$ cat config.mk
export PLATFORM = sky130hd
export DESIGN_NAME = xsc_front
export DESIGN_NICKNAME = d
export VERILOG_FILES = /design/src/sv/xsc_pkg.sv /design/src/sv/xsc_front.sv
export SDC_FILE = /design/constraint.sdc
export NUM_CORES = 1
export LEC_CHECK = 0
export BUFFER_PORTS_ARGS = -buffer_cell sky130_fd_sc_hd__buf_2
export CORE_ASPECT_RATIO = 1.25
export CORE_MARGIN = 2
export CORE_UTILIZATION = 40
export DETAILED_ROUTE_END_ITERATION = 10
export PLACE_DENSITY = 0.72
export RECOVER_POWER = 25
export SETUP_SLACK_MARGIN = 0.1
export SYNTH_ARGS = -nofsm -noshare
export SYNTH_HDL_FRONTEND = slang
export SYNTH_SLANG_ARGS = --single-unit
$ cat constraint.sdc
create_clock -name clock -period 2.9 [get_ports clock]
set_clock_uncertainty 0.1 [all_clocks]
set_input_delay 0.435 -clock clock [delete_from_list [all_inputs] [get_ports clock]]
set_output_delay 0.435 -clock clock [all_outputs]
set_load 0.01 [all_outputs]
$ cat src/sv/xsc_pkg.sv
// ----------------------------------------------------------------------------
// xsc_pkg
// Shared widths, constants and types of the XOR subarray counter.
// ----------------------------------------------------------------------------
package xsc_pkg;

   localparam int VALUE_BITS_DEFAULT = 10;
   localparam int FIELD_BITS         = 10;
   localparam int COUNT_BITS         = 17;
   localparam int TOTAL_BITS         = 32;
   localparam int EPOCH_BITS         = 8;
   localparam int QUEUE_DEPTH        = 2;
   localparam int CSR_ADDR_BITS      = 3;
   localparam int CSR_DATA_BITS      = 32;

   localparam logic [EPOCH_BITS-1:0] EPOCH_FIRST = EPOCH_BITS'(1);
   localparam logic [EPOCH_BITS-1:0] EPOCH_LAST  = '1;
   localparam logic [EPOCH_BITS-1:0] EPOCH_WIPED = '0;

   localparam logic [COUNT_BITS-1:0] COUNT_MAX = '1;
   localparam logic [TOTAL_BITS-1:0] TOTAL_MAX = '1;

   // register index as seen on paddr[2]
   localparam logic REG_TARGET_XOR = 1'b0;

   typedef struct packed {
      logic first;
      logic last;
      logic wipe;
   } xsc_flags_type;

   typedef struct packed {
      logic init_busy;
      logic clearing;
   } xsc_status_type;

endpackage

$ cat src/sv/xsc_front.sv
// ----------------------------------------------------------------------------
// xsc_front
// Accepts requests, tracks the prefix XOR and the table epoch, and queues
// table addresses and flags for the back end.
// ----------------------------------------------------------------------------
module xsc_front
   import xsc_pkg::*;
#(
   parameter int VALUE_BITS = VALUE_BITS_DEFAULT
) (
   input  logic                  clock,
   input  logic                  reset,
   input  logic                  req_valid,
   output logic                  req_ready,
   input  logic [FIELD_BITS-1:0] req_value,
   input  logic                  req_first,
   input  logic                  req_last,
   input  logic [FIELD_BITS-1:0] target_xor,
   input  logic                  q_full,
   input  xsc_status_type        status,
   output logic                  push,
   output logic [VALUE_BITS-1:0] push_p,
   output logic [VALUE_BITS-1:0] push_q,
   output logic [EPOCH_BITS-1:0] push_epoch,
   output xsc_flags_type         push_flags
);

   logic                  accept;
   logic                  wipe;
   logic [VALUE_BITS-1:0] base;
   logic [VALUE_BITS-1:0] prefix;
   logic [VALUE_BITS-1:0] prefix_ff, prefix_in;
   logic [EPOCH_BITS-1:0] epoch_item;
   logic [EPOCH_BITS-1:0] epoch_ff, epoch_in;

   assign req_ready = !q_full && !status.init_busy;

   always_comb begin
      accept = req_valid && req_ready;
      base   = req_first ? '0 : prefix_ff;
      prefix = base ^ VALUE_BITS'(req_value);
      wipe   = req_first && (epoch_ff == EPOCH_LAST);
      if (!req_first) begin
         epoch_item = epoch_ff;
      end else if (wipe) begin
         epoch_item = EPOCH_FIRST;
      end else begin
         epoch_item = epoch_ff + EPOCH_BITS'(1);
      end
      prefix_in = accept ? prefix : prefix_ff;
      epoch_in  = accept ? epoch_item : epoch_ff;
   end

   always_ff @(posedge clock) begin
      if (reset) begin
         prefix_ff <= '0;
         epoch_ff  <= EPOCH_FIRST;
      end else begin
         prefix_ff <= prefix_in;
         epoch_ff  <= epoch_in;
      end
   end

   assign push             = accept;
   assign push_p           = prefix;
   assign push_q           = prefix ^ VALUE_BITS'(target_xor);
   assign push_epoch       = epoch_item;
   assign push_flags.first = req_first;
   assign push_flags.last  = req_last;
   assign push_flags.wipe  = wipe;

endmodule

==> run_results.csv <==
group,metric,value,unit
power_and_ir_drop,power,0.5506,mW
clocking,postCtsSetupRepairBufs,0,
flow_run,max_cap_viol_count,0,
sta,drv_slew,0,
grt,grt_use_total,0.1498,
synth,synth_cells,148,
synth,yosys.area_share.xor_xnor,0.2103,
synth,muxShareOfSynthArea,0.009657,
sta,layout_min_cycle_time,2.524,ns
clocking,h-tree-depth,1,
sta,tns,0,ns
clocking,cts_root_buffer,"clkbuf_4",
routing,wl,2295,um
power_and_ir_drop,ir_drop,0.2251,mV
final_layout,finalNonFillerCells,232,
clocking,cts_tree,"done",
clocking,clk_latency,0.29,ns
routing,drc,0,
critical_path,arrival,1.99,ns
synth,synth_edf_count,0,
critical_path,slowest_stage,"clkinvlp_2",
placement,port_buffers,57,
sta,final.period_utilization,0.8704,
critical_path,worstSetupPathType,"input port to output pin",
grt,grt-ovfl-total,0,
synth,synth.distinct_cells,31,
grt,grt_max_degree,25,
sta,slew_headroom,0.5064,
synth,ys_seq_area_frac,0.3090,
critical_path,worstPathMaxFanout,24,
final_layout,fin_nets,228,
synth,ys_dominant_reg_cell,"dfxtp_1",
synth,yosys_warnings,0,
synth,synth_nets,177,
hold_path,hold_depth,2,
clocking,cts_buffer_depth,2,
floorplan,chipHeight,64.37,um
hold_path,min_path_type,"flop to flop",
grt,antenna_found_initial,0,
critical_path,r2r_cells,6,
final_layout,drive_gt1_frac,0.3182,
synth,synth_compound_area_frac,0.1191,
critical_path,cp_common_cell,"buf_2",
final_layout,antenna_cells,0,
clocking,ctsResizeCount,0,
placement,place_inst,228,
critical_path,cp.required,2.37,ns
critical_path,cp-start-kind,"input port",
synth,syn_area,1166,sq um
sta,rsz0062_at_grt,"false",
critical_path,max_stage_delay,0.71,ns
power_and_ir_drop,p_per_area,377.1,nW/um^2
critical_path,endpoint_kind,"output pin",
synth,synth-adder-area-share,0.01073,
clocking,clkSinkCount,18,
floorplan,rows,21,
floorplan,fp.coreArea,2733,sq um
critical_path,path_cells,"buf_2 -> or3b_1 -> clkinvlp_2 -> buf_2",
routing,drtIter0Drc,21,
floorplan,start_util,0.4267,
critical_path,critPathTopFamily,"buffers and inverters",
synth,yosysTopAreaCellShare,0.3090,
sta,fmax,396.2,MHz
floorplan,fp.dieW,52.30,um
sta,worst_slack,0.3760,ns
synth,synth_area_leaders,"dfxtp_1 31%, xnor2_1 20%, a211oi_1 6.4%, nor2_1 6.1%, nor2b_1 5.4%",
placement,place_congestion,0.6802,
critical_path,rrSetupSlack,1.12,ns
status,status,"finished clean",
grt,grt_pass1_vias,973,
sta,worstMarginPinSlew,0.7364,ns
routing,first_pass_iters,4,
floorplan,design.die.area,3366,sq um
placement,post-place-ws,0.6060,ns
placement,dp_hpwl,1784,um
clocking,cts_hold_buf,0,
power_and_ir_drop,p_leak,0.6168,nW
final_layout,area_growth,25.21,%
synth,synthSimpleGateAreaFrac,0.2393,
routing,via_per_inst,4.698,
routing,vias,1090,
synth,synth_top_cell_by_area,"dfxtp_1",
critical_path,path_buf_inv,3,
synth,synth_top_family_by_area,"simple AND/OR/NAND/NOR gates",
synth,synthArstFlopShare,0,
grt,grt_pass1_wl,3946,um
synth,syn_avg_cell_area,7.879,sq um
sta,setup_viol,0,
routing,antenna_left,0,
clocking,cts.clk_slew.worst_paths,0.10,ns
critical_path,cp_num_cells,4,
floorplan,num_io_pins,61,
clocking,cts_made_buffers,3,
routing,routedWlPerCell,9.892,um
synth,synth-seq-cells,18,
sta,final_hold_viol_count,0,
## cell usage in the layout, fill, tap and decap left out, drive strengths merged
cell type / n
buf: 56
xnor2: 27
nor2: 19
dfxtp: 18
inv: 12
nor2b: 10
nand2: 10
a211oi: 10
a21oi: 6
clkbuf: 5
nand3: 3
or3: 3
nand4: 3
nor3: 2
o21ai: 2
or3b: 1
clkinvlp: 1
a211o: 1
o22a: 1
mux2: 1
xor2: 1
nand3b: 1
nor4: 1
a31oi: 1
nor4b: 1
or4: 1
ha: 1
## cell type report
cell class	instances	area, sq um
tap	34	42.54
timing repair buffer	57	284.0
clock buffer	4	36.28
inverter	13	50.05
multi-input combinational	106	686.9
sequential	18	360.3
fill	290	1272
## worst min-delay path: stages (launching register included)
cell and delay [ns]:
dfxtp_1 0.32, nor2_1 0.09, a211oi_1 0.05
## cell families after synthesis
logic type                 Yosys count
xor gates and xnor gates            28
muxes                                1
buffers and inverters               24
AOI/OAI and AO/OA                   21
adders and majority gates            1
and+or+nand+nor                     55
DFF                                 18
## power breakdown
group          switching (mW)  internal (mW)  leakage (nW)  total [mW]
sequential            0.00467          0.255         0.146       0.260
clock                  0.0746         0.0764        0.0210       0.151
combinational          0.0731         0.0665         0.449       0.140
total                   0.152          0.398         0.617       0.551
## per-layer routing
layer	global-route usage	vias up	share of wire	wire length, um
met5	0	-	0	0
met4	0.06731	0	0.0065	15
met3	0.03271	2	0.085	194
met2	0.2422	43	0.45	1025
met1	0.1853	464	0.46	1060
li1	-	581	-	-
## synthesized netlist by cell type (all sizes together) (2+ instances only)
cell / instances
xnor2: 27
nor2: 19
dfxtp: 18
inv: 12
a211oi: 10
nand2: 10
nor2b: 10
buf: 9
a21oi: 6
nand3: 3
nand4: 3
or3: 3
clkbuf: 2
nor3: 2
o21ai: 2
## flip-flops by register name, summed over array words and instances, names as in the netlist
name / flops
epoch_ff: 8
prefix_ff: 10
## through the flow
| stage | hold WS [ns] | cell area, sq um | utilization |
|---|---|---|---|
| after floorplan | 0.3708 | 1166 | - |
| after CTS | 0.4018 | 1465 | 0.5362 |
| after global routing | 0.4128 | 1460 | 0.5343 |
| final | 0.4024 | 1460 | 0.5343 |
| after global placement | 0.3829 | 1429 | 0.5229 |
| after detailed placement | 0.3882 | 1429 | 0.5229 |
## final timing paths
check,from,endpoint
worst max register to register,epoch_ff[0]$_SDFFE_PP1P_,epoch_ff[0]$_SDFFE_PP1P_
worst max-delay path,req_valid,push
worst min-delay path,prefix_ff[7]$_SDFFE_PP0P_,prefix_ff[7]$_SDFFE_PP0P_
worst min register to register,prefix_ff[7]$_SDFFE_PP0P_,prefix_ff[7]$_SDFFE_PP0P_
Power figures use the tool's default switching activity.
