--- config.mk ---
export PLATFORM = sky130hd
export DESIGN_NAME = xsc_queue
export DESIGN_NICKNAME = d
export VERILOG_FILES = /design/src/sv/xsc_pkg.sv /design/src/sv/xsc_queue.sv
export SDC_FILE = /design/constraint.sdc
export NUM_CORES = 1
export LEC_CHECK = 0
export BUFFER_PORTS_ARGS = -buffer_cell sky130_fd_sc_hd__buf_2
export CORE_MARGIN = 10
export CORE_UTILIZATION = 52
export DETAILED_ROUTE_END_ITERATION = 10
export PLACE_DENSITY = 0.8
export SLEW_MARGIN = 10
export SYNTH_ARGS = -nofsm -noshare
export SYNTH_HDL_FRONTEND = slang
export SYNTH_SLANG_ARGS = --single-unit
export TNS_END_PERCENT = 100
--- constraint.sdc ---
create_clock -name clock -period 2 [get_ports clock]
set_clock_uncertainty 0.05 [all_clocks]
set_input_delay 0.2 -clock clock [delete_from_list [all_inputs] [get_ports clock]]
set_output_delay 0.2 -clock clock [all_outputs]
set_load 0.05 [all_outputs]
--- src/sv/xsc_pkg.sv ---
// ----------------------------------------------------------------------------
// xsc_pkg
// Shared widths, constants and types of the XOR subarray counter.
// ----------------------------------------------------------------------------
package xsc_pkg;

   localparam int VALUE_BITS_DEFAULT = 10;
   localparam int FIELD_BITS         = 10;
   localparam int COUNT_BITS         = 17;
   localparam int TOTAL_BITS         = 32;
   localparam int EPOCH_BITS         = 8;
   localparam int QUEUE_DEPTH        = 2;
   localparam int CSR_ADDR_BITS      = 3;
   localparam int CSR_DATA_BITS      = 32;

   localparam logic [EPOCH_BITS-1:0] EPOCH_FIRST = EPOCH_BITS'(1);
   localparam logic [EPOCH_BITS-1:0] EPOCH_LAST  = '1;
   localparam logic [EPOCH_BITS-1:0] EPOCH_WIPED = '0;

   localparam logic [COUNT_BITS-1:0] COUNT_MAX = '1;
   localparam logic [TOTAL_BITS-1:0] TOTAL_MAX = '1;

   // register index as seen on paddr[2]
   localparam logic REG_TARGET_XOR = 1'b0;

   typedef struct packed {
      logic first;
      logic last;
      logic wipe;
   } xsc_flags_type;

   typedef struct packed {
      logic init_busy;
      logic clearing;
   } xsc_status_type;

endpackage

--- src/sv/xsc_queue.sv ---
// ----------------------------------------------------------------------------
// xsc_queue
// Short FIFO between the front and back ends.
// ----------------------------------------------------------------------------
module xsc_queue
   import xsc_pkg::*;
#(
   parameter int WIDTH = 8,
   parameter int DEPTH = QUEUE_DEPTH
) (
   input  logic             clock,
   input  logic             reset,
   input  logic             push,
   input  logic [WIDTH-1:0] push_data,
   output logic             full,
   input  logic             pop,
   output logic             valid,
   output logic [WIDTH-1:0] pop_data
);

   localparam int PTR_BITS = (DEPTH > 1) ? $clog2(DEPTH) : 1;
   localparam int CNT_BITS = $clog2(DEPTH + 1);

   logic [WIDTH-1:0]    slots_ff [DEPTH];
   logic [PTR_BITS-1:0] wr_ptr_ff, wr_ptr_in;
   logic [PTR_BITS-1:0] rd_ptr_ff, rd_ptr_in;
   logic [CNT_BITS-1:0] count_ff, count_in;

   always_comb begin
      wr_ptr_in = wr_ptr_ff;
      rd_ptr_in = rd_ptr_ff;
      count_in  = count_ff;
      if (push) begin
         wr_ptr_in = (wr_ptr_ff == PTR_BITS'(DEPTH - 1)) ? '0 : wr_ptr_ff + PTR_BITS'(1);
      end
      if (pop) begin
         rd_ptr_in = (rd_ptr_ff == PTR_BITS'(DEPTH - 1)) ? '0 : rd_ptr_ff + PTR_BITS'(1);
      end
      if (push && !pop) begin
         count_in = count_ff + CNT_BITS'(1);
      end else if (pop && !push) begin
         count_in = count_ff - CNT_BITS'(1);
      end
   end

   always_ff @(posedge clock) begin
      if (reset) begin
         wr_ptr_ff <= '0;
         rd_ptr_ff <= '0;
         count_ff  <= '0;
      end else begin
         wr_ptr_ff <= wr_ptr_in;
         rd_ptr_ff <= rd_ptr_in;
         count_ff  <= count_in;
      end
   end

   always_ff @(posedge clock) begin
      if (push) begin
         slots_ff[wr_ptr_ff] <= push_data;
      end
   end

   assign full     = (count_ff == CNT_BITS'(DEPTH));
   assign valid    = (count_ff != '0);
   assign pop_data = slots_ff[rd_ptr_ff];

endmodule

==> results of run 1 <==
## sequential cells by signal, indices dropped and copies added, names as in the netlist, named ones only
register,cells
slots_ff,16
wr_ptr_ff,1
count_ff,2
rd_ptr_ff,1
## metal layers
layer | routed length [um] | vias up
met5 | 0 | -
met4 | 6 | 0
met3 | 76 | 2
met2 | 669 | 10
met1 | 537 | 201
li1 | - | 218
## final cells by class
| class | count | area share |
|---|---|---|
| Sequential cell | 21 | 0.624 |
| Clock buffer | 4 | 0.0282 |
| Timing Repair Buffer | 21 | 0.113 |
| Multi-Input combinational cell | 24 | 0.211 |
| Tap cell | 15 | 0.0202 |
| Inverter | 1 | 0.00403 |
## stage by stage
step / hold WS [ps] / cells / setup WS [ps]
after CTS: 31.7 / 86 / 316
final: 39.3 / 86 / 346
after floorplan: 219 / 47 / 827
after detailed placement: 342 / 82 / 657
after global placement: 338 / 82 / 662
after global routing: 16.7 / 86 / 257
## kinds of logic after synthesis
logic type	count (synthesis)	share of synthesized area
simple gates	9	0.0621
compound gates	2	0.0127
xor+xnor	4	0.0446
flops	21	0.739
buf+inv	2	0.0111
mux	8	0.115
fa+ha+maj	1	0.0159
## Yosys cell counts (2+ instances only)
library cell  instances
xor2_1                2
edfxtp_1             16
xnor2_1               2
nor2_1                4
mux2_2                8
dfxtp_1               5
## critical path, delay by kind of cell, from the launching register on
family,cells,cell delay (ps)
DFF,1,520
buffers and inverters,1,210
muxes,1,380
## final timing paths
check,slack (ps),start,to,cells past startpoint
hold reg to reg,450,count_ff[1]$_SDFFE_PP0P_,count_ff[1]$_SDFFE_PP0P_,2
setup / recovery,350,flop,pop_data[6],2
hold / removal,40,push_data[6],slots_ff[0][6]$_DFFE_PP_,1
setup reg to reg,710,wr_ptr_ff$_SDFFE_PP0P_,slots_ff[0][5]$_DFFE_PP_,1
## cell usage in the layout, fill, tap and decap left out, drive strengths merged
master and n:
or2 1, xnor2 2, nor2b 1, clkbuf 4
o21ai 1, edfxtp 16, inv 1, dfxtp 5
mux2 8, and2b 1, buf 21, and2 1
nor2 4, ha 1, a21oi 1, xor2 2
or3 1
## power by group
part | total [mW] | internal, mW | switching (mW)
clock network | 0.193 | 0.0775 | 0.115
registers | 0.521 | 0.504 | 0.0171
logic | 0.195 | 0.0622 | 0.133
==> flow_summary.toml, run 1 <==
[layout]
regArea_sq_um = 581
drive_gt1_frac = 0.479
finalInstanceArea_sq_um = 931
multiInputGateArea_sq_um = 196
fin_nets = 85
fin_util = 0.681
syn_to_final_growth_pct = 18.5
antenna_cells = 0
fill_cells = 100

[floorplanning]
initial_core_util = 0.575
chipHeight_um = 58.9
core_area_sq_um = 1370
dieWidth_um = 58.9
num_io_pins = 22
rows = 13
die_area_sq_um = 3470

[critical_path]
cp_max_fo = 8
cpPeakStageDelay_ps = 520
cp_slowest_cell = "dfxtp_1"
crit_path_cell_trace = "mux2_2, buf_2"
endpoint_kind = "primary output"
critical_path_required_ps = 1750
crit_type = "flop to primary output"
cp.arrival_ps = 1400
cp-start-kind = "flop"

[sta]
slew_violations = 0
maxSlewHeadroom = 0.546
finalSetupTns_ps = 0
tightest_slew_ps = 680
rsz0062_at_grt = "false"
period_minus_slack_ps = 1650
fmax_ghz = 0.605
layout_worst_path_cycle_share = 0.827
final_hold_viol_count = 0
finalSetupViolations = 0

[clocking]
hold_buffers = 0
cts_setup_buffers = 0
root_buffer = "clkbuf_4"
path_clk_slew_ps = 110
clkSinkCount = 21
cts_buffer_depth = 2
cts_tree = "done"
htree_num_levels = 1
clk_latency_ps = 290
numCtsBuffers = 3
cts_resized = 0

[logic_synthesis]
yosys.area.top_type = "edfxtp_1"
syn_area_sq_um = 786
ys_types = 16
avgSynthCellArea_sq_um = 16.7
synth_fp_nets = 60
synth_edf_count = 16
synth_top_area_frac = 0.611
yosysSeqAreaShare = 0.739
synthFlopType = "edfxtp_1"
synth_warnings = 0
async_flop_share = 0
syn_inst = 47
synthTopCellsByArea = "edfxtp_1 (61%), dfxtp_1 (13%), mux2_2 (11%), xnor2_1 (2.2%), xor2_1 (2.2%)"
ys_seq_elements = 21

[grt]
grt_overflow_total = 0
grt_pass1_vias = 458
grt_usage = 0.0765
grt_pass1_wl_um = 2040
met1_usage = 0.0774
grt_max_degree = 12
use_met2 = 0.134
antenna_found_initial = 0
busiest_layer = "met2"
grt_use_met3 = 0.0279

[route]
ant_nets = 0
drc = 0
routed_via_density = 5.01
dr_total_vias = 431
drt-initial-drc-count = 4
post_drt_wl_per_cell_um = 15.0
totalWireLength_um = 1290
drtPass1Iterations = 4

[flow_run]
maxCapViolCount = 0

[hold_path]
min_path_type = "input port to flop"

[pwr]
p_leak_nw = 0.376
powerDensity_nw_per_um2 = 977
p_total_uw = 909
vdd_drop_max_mv = 0.529

[placement]
placed_area_sq_um = 905
portBuffers = 21
gp_congestion = 0.685

[outcome]
status = "finished, final reports clean"
Power figures use the tool's default switching activity.
==> run 2: changes to the inputs <==
--- a/config.mk
+++ b/config.mk
@@ -7,9 +7,9 @@
 export LEC_CHECK = 0
 export BUFFER_PORTS_ARGS = -buffer_cell sky130_fd_sc_hd__buf_2
 export CORE_MARGIN = 10
-export CORE_UTILIZATION = 52
+export CORE_UTILIZATION = 48
 export DETAILED_ROUTE_END_ITERATION = 10
-export PLACE_DENSITY = 0.8
+export PLACE_DENSITY = 0.74
 export SLEW_MARGIN = 10
 export SYNTH_ARGS = -nofsm -noshare
 export SYNTH_HDL_FRONTEND = slang
==> constraint.sdc (replaced) <==
create_clock -name clock -period 1.6 [get_ports clock]
set_clock_uncertainty 0.05 [all_clocks]
set_input_delay 0.16 -clock clock [delete_from_list [all_inputs] [get_ports clock]]
set_output_delay 0.16 -clock clock [all_outputs]
set_load 0.05 [all_outputs]
==> run 2 against run 1 <==
Against the previous run: wire length up 5.8%; critical path depth unchanged; cell count up 12%; die area up 5.5%; sequential share of layout area down 5.4 points; critical endpoint is now pop_data[4]; largest cell class unchanged; highest routed layer unchanged.
==> flow_summary.toml, run 2 (synthesized netlist as in run 1, its figures left out) <==
[outcome]
status = "finished, final reports clean"

[critical_path]
cp.arrival_ps = 1300
critical_path_required_ps = 1390
r2r_end = "slots_ff[1][6]$_DFFE_PP_"
endpoint_kind = "primary output"
worstReg2RegStart = "wr_ptr_ff$_SDFFE_PP0P_"
cp-start-kind = "flop"
cp_max_fo = 8
ff2ff_path_depth = 1
reg2reg_setup_slack_ps = 470
crit_type = "flop to primary output"

[layout]
final_common_cell = "buf_2"
largest_register = "slots_ff"
fin_util = 0.670
fill_cells = 118
syn_to_final_growth_pct = 29.9
drive_gt1_frac = 0.450
fin_nets = 94
reg_top3 = "slots_ff (16), count_ff (2)"
largest_reg_flops = 16
layout_common_cells = "buf_2 (21), edfxtp_1 (16), mux2_2 (8), dlygate4sd3_1 (8)"
fin_cells = 96
antenna_cells = 0

[clocking]
clk_latency_ps = 290
clkSinkCount = 21
htree_num_levels = 1
root_buffer = "clkbuf_4"
cts_tree = "done"
path_clk_slew_ps = 100
numCtsBuffers = 3
cts_buffer_depth = 2

[placement]
dp.cells = 84
portBuffers = 21
gp_congestion = 0.637
post-dp-hpwl_um = 991

[sta]
maxSlewHeadroom = 0.753
finalSetupViolations = 0
period_minus_slack_ps = 1510
tightest_slew_ps = 371
slew_violations = 0
rsz0062_at_grt = "false"
layout_worst_path_cycle_share = 0.942
fmax_ghz = 0.663
whs_ps = 27.5
finalSetupTns_ps = 0
final_hold_viol_count = 0

[pwr]
powerDensity_nw_per_um2 = 1130
vdd_drop_max_mv = 0.664
p_total_mw = 1.16
p_leak_nw = 0.415

[flow_run]
maxCapViolCount = 0

[route]
ant_nets = 0
post_drt_wl_per_cell_um = 14.2
met1Wirelength_um = 533
dr_wl_met2_um = 743
met3_wirelength_um = 79
top_layer = "met4"
totalWireLength_um = 1370
dr_total_vias = 465
drtPass1Iterations = 2
drt-initial-drc-count = 4
routed_via_density = 4.84
drc = 0

[grt]
grt_overflow_total = 0
grt_pass1_wl_um = 2100
antenna_found_initial = 0
grt_max_degree = 12
grt_pass1_vias = 478
grt_usage = 0.0788

[hold_path]
hold_path_depth = 2
hold_start = "reset"
min_path_type = "input port to flop"

[floorplanning]
dieWidth_um = 60.5
chipHeight_um = 60.5
num_io_pins = 22
initial_core_util = 0.516
rows = 14
die_area_sq_um = 3660
core_area_sq_um = 1520
[run 2: cell count changes in the layout (fill, tap and decap cells not counted)]
cell           before  now
dfxtp_2             0    1
buf_4               0    1
dfxtp_1             5    4
dlygate4sd3_1       0    8
[run 2: report_power, final]
group,switching [mW],internal [mW],total (mW)
Clock,0.145,0.0969,0.242
Combinational,0.170,0.0931,0.263
Sequential,0.0226,0.630,0.652
[run 2: cell type report]
type / count / area [sq um] / area share
Sequential cell: 21 / 582 / 0.570
Multi-Input combinational cell: 24 / 196 / 0.192
Timing Repair Buffer: 30 / 193 / 0.189
Clock buffer: 4 / 26.3 / 0.0257
Tap cell: 16 / 20.0 / 0.0196
Inverter: 1 / 3.75 / 0.00368
[run 2: metrics by stage]
| stage | setup WS [ps] | area, sq um |
|---|---|---|
| 2_1_floorplan | 462 | 786 |
| 3_3_place_gp | 291 | 913 |
| 3_5_place_dp | 284 | 913 |
| 4_1_cts | 66.5 | 991 |
| 5_1_grt | 1.04 | 1020 |
| 6_report | 92.8 | 1020 |
[run 2: worst max path at each step]
stage                                 startpoint                       end  slack, ps  cells past startpoint
after floorplan           wr_ptr_ff$_SDFFE_PP0P_  slots_ff[0][0]$_DFFE_PP_        460                      1
after global placement                      flop               pop_data[5]        290                      2
after detailed placement                    flop               pop_data[5]        280                      2
after CTS                                   flop               pop_data[5]         70                      2
after global routing                        flop               pop_data[5]          1                      2
final                                       flop               pop_data[4]         90                      2
[run 2: what timing repair did]
item | in CTS | in global routing
hold buffers | 5 | 3
setup buffers | 0 | 0
resized for setup | 1 | 0
setup endpoints to repair | 8 | 0
hold endpoints to repair | 10 | 6
[run 2: metal layers]
metal / GRT usage / vias to the layer above
met4: 0.0470 / 0
met2: 0.135 / 8
met3: 0.0376 / 2
li1: - / 236
met5: 0 / -
met1: 0.0752 / 219
[run 2: worst max-delay path: stages, from the launching register on]
cell     delay [ps]
dfxtp_2         440
mux2_2          350
buf_2           210
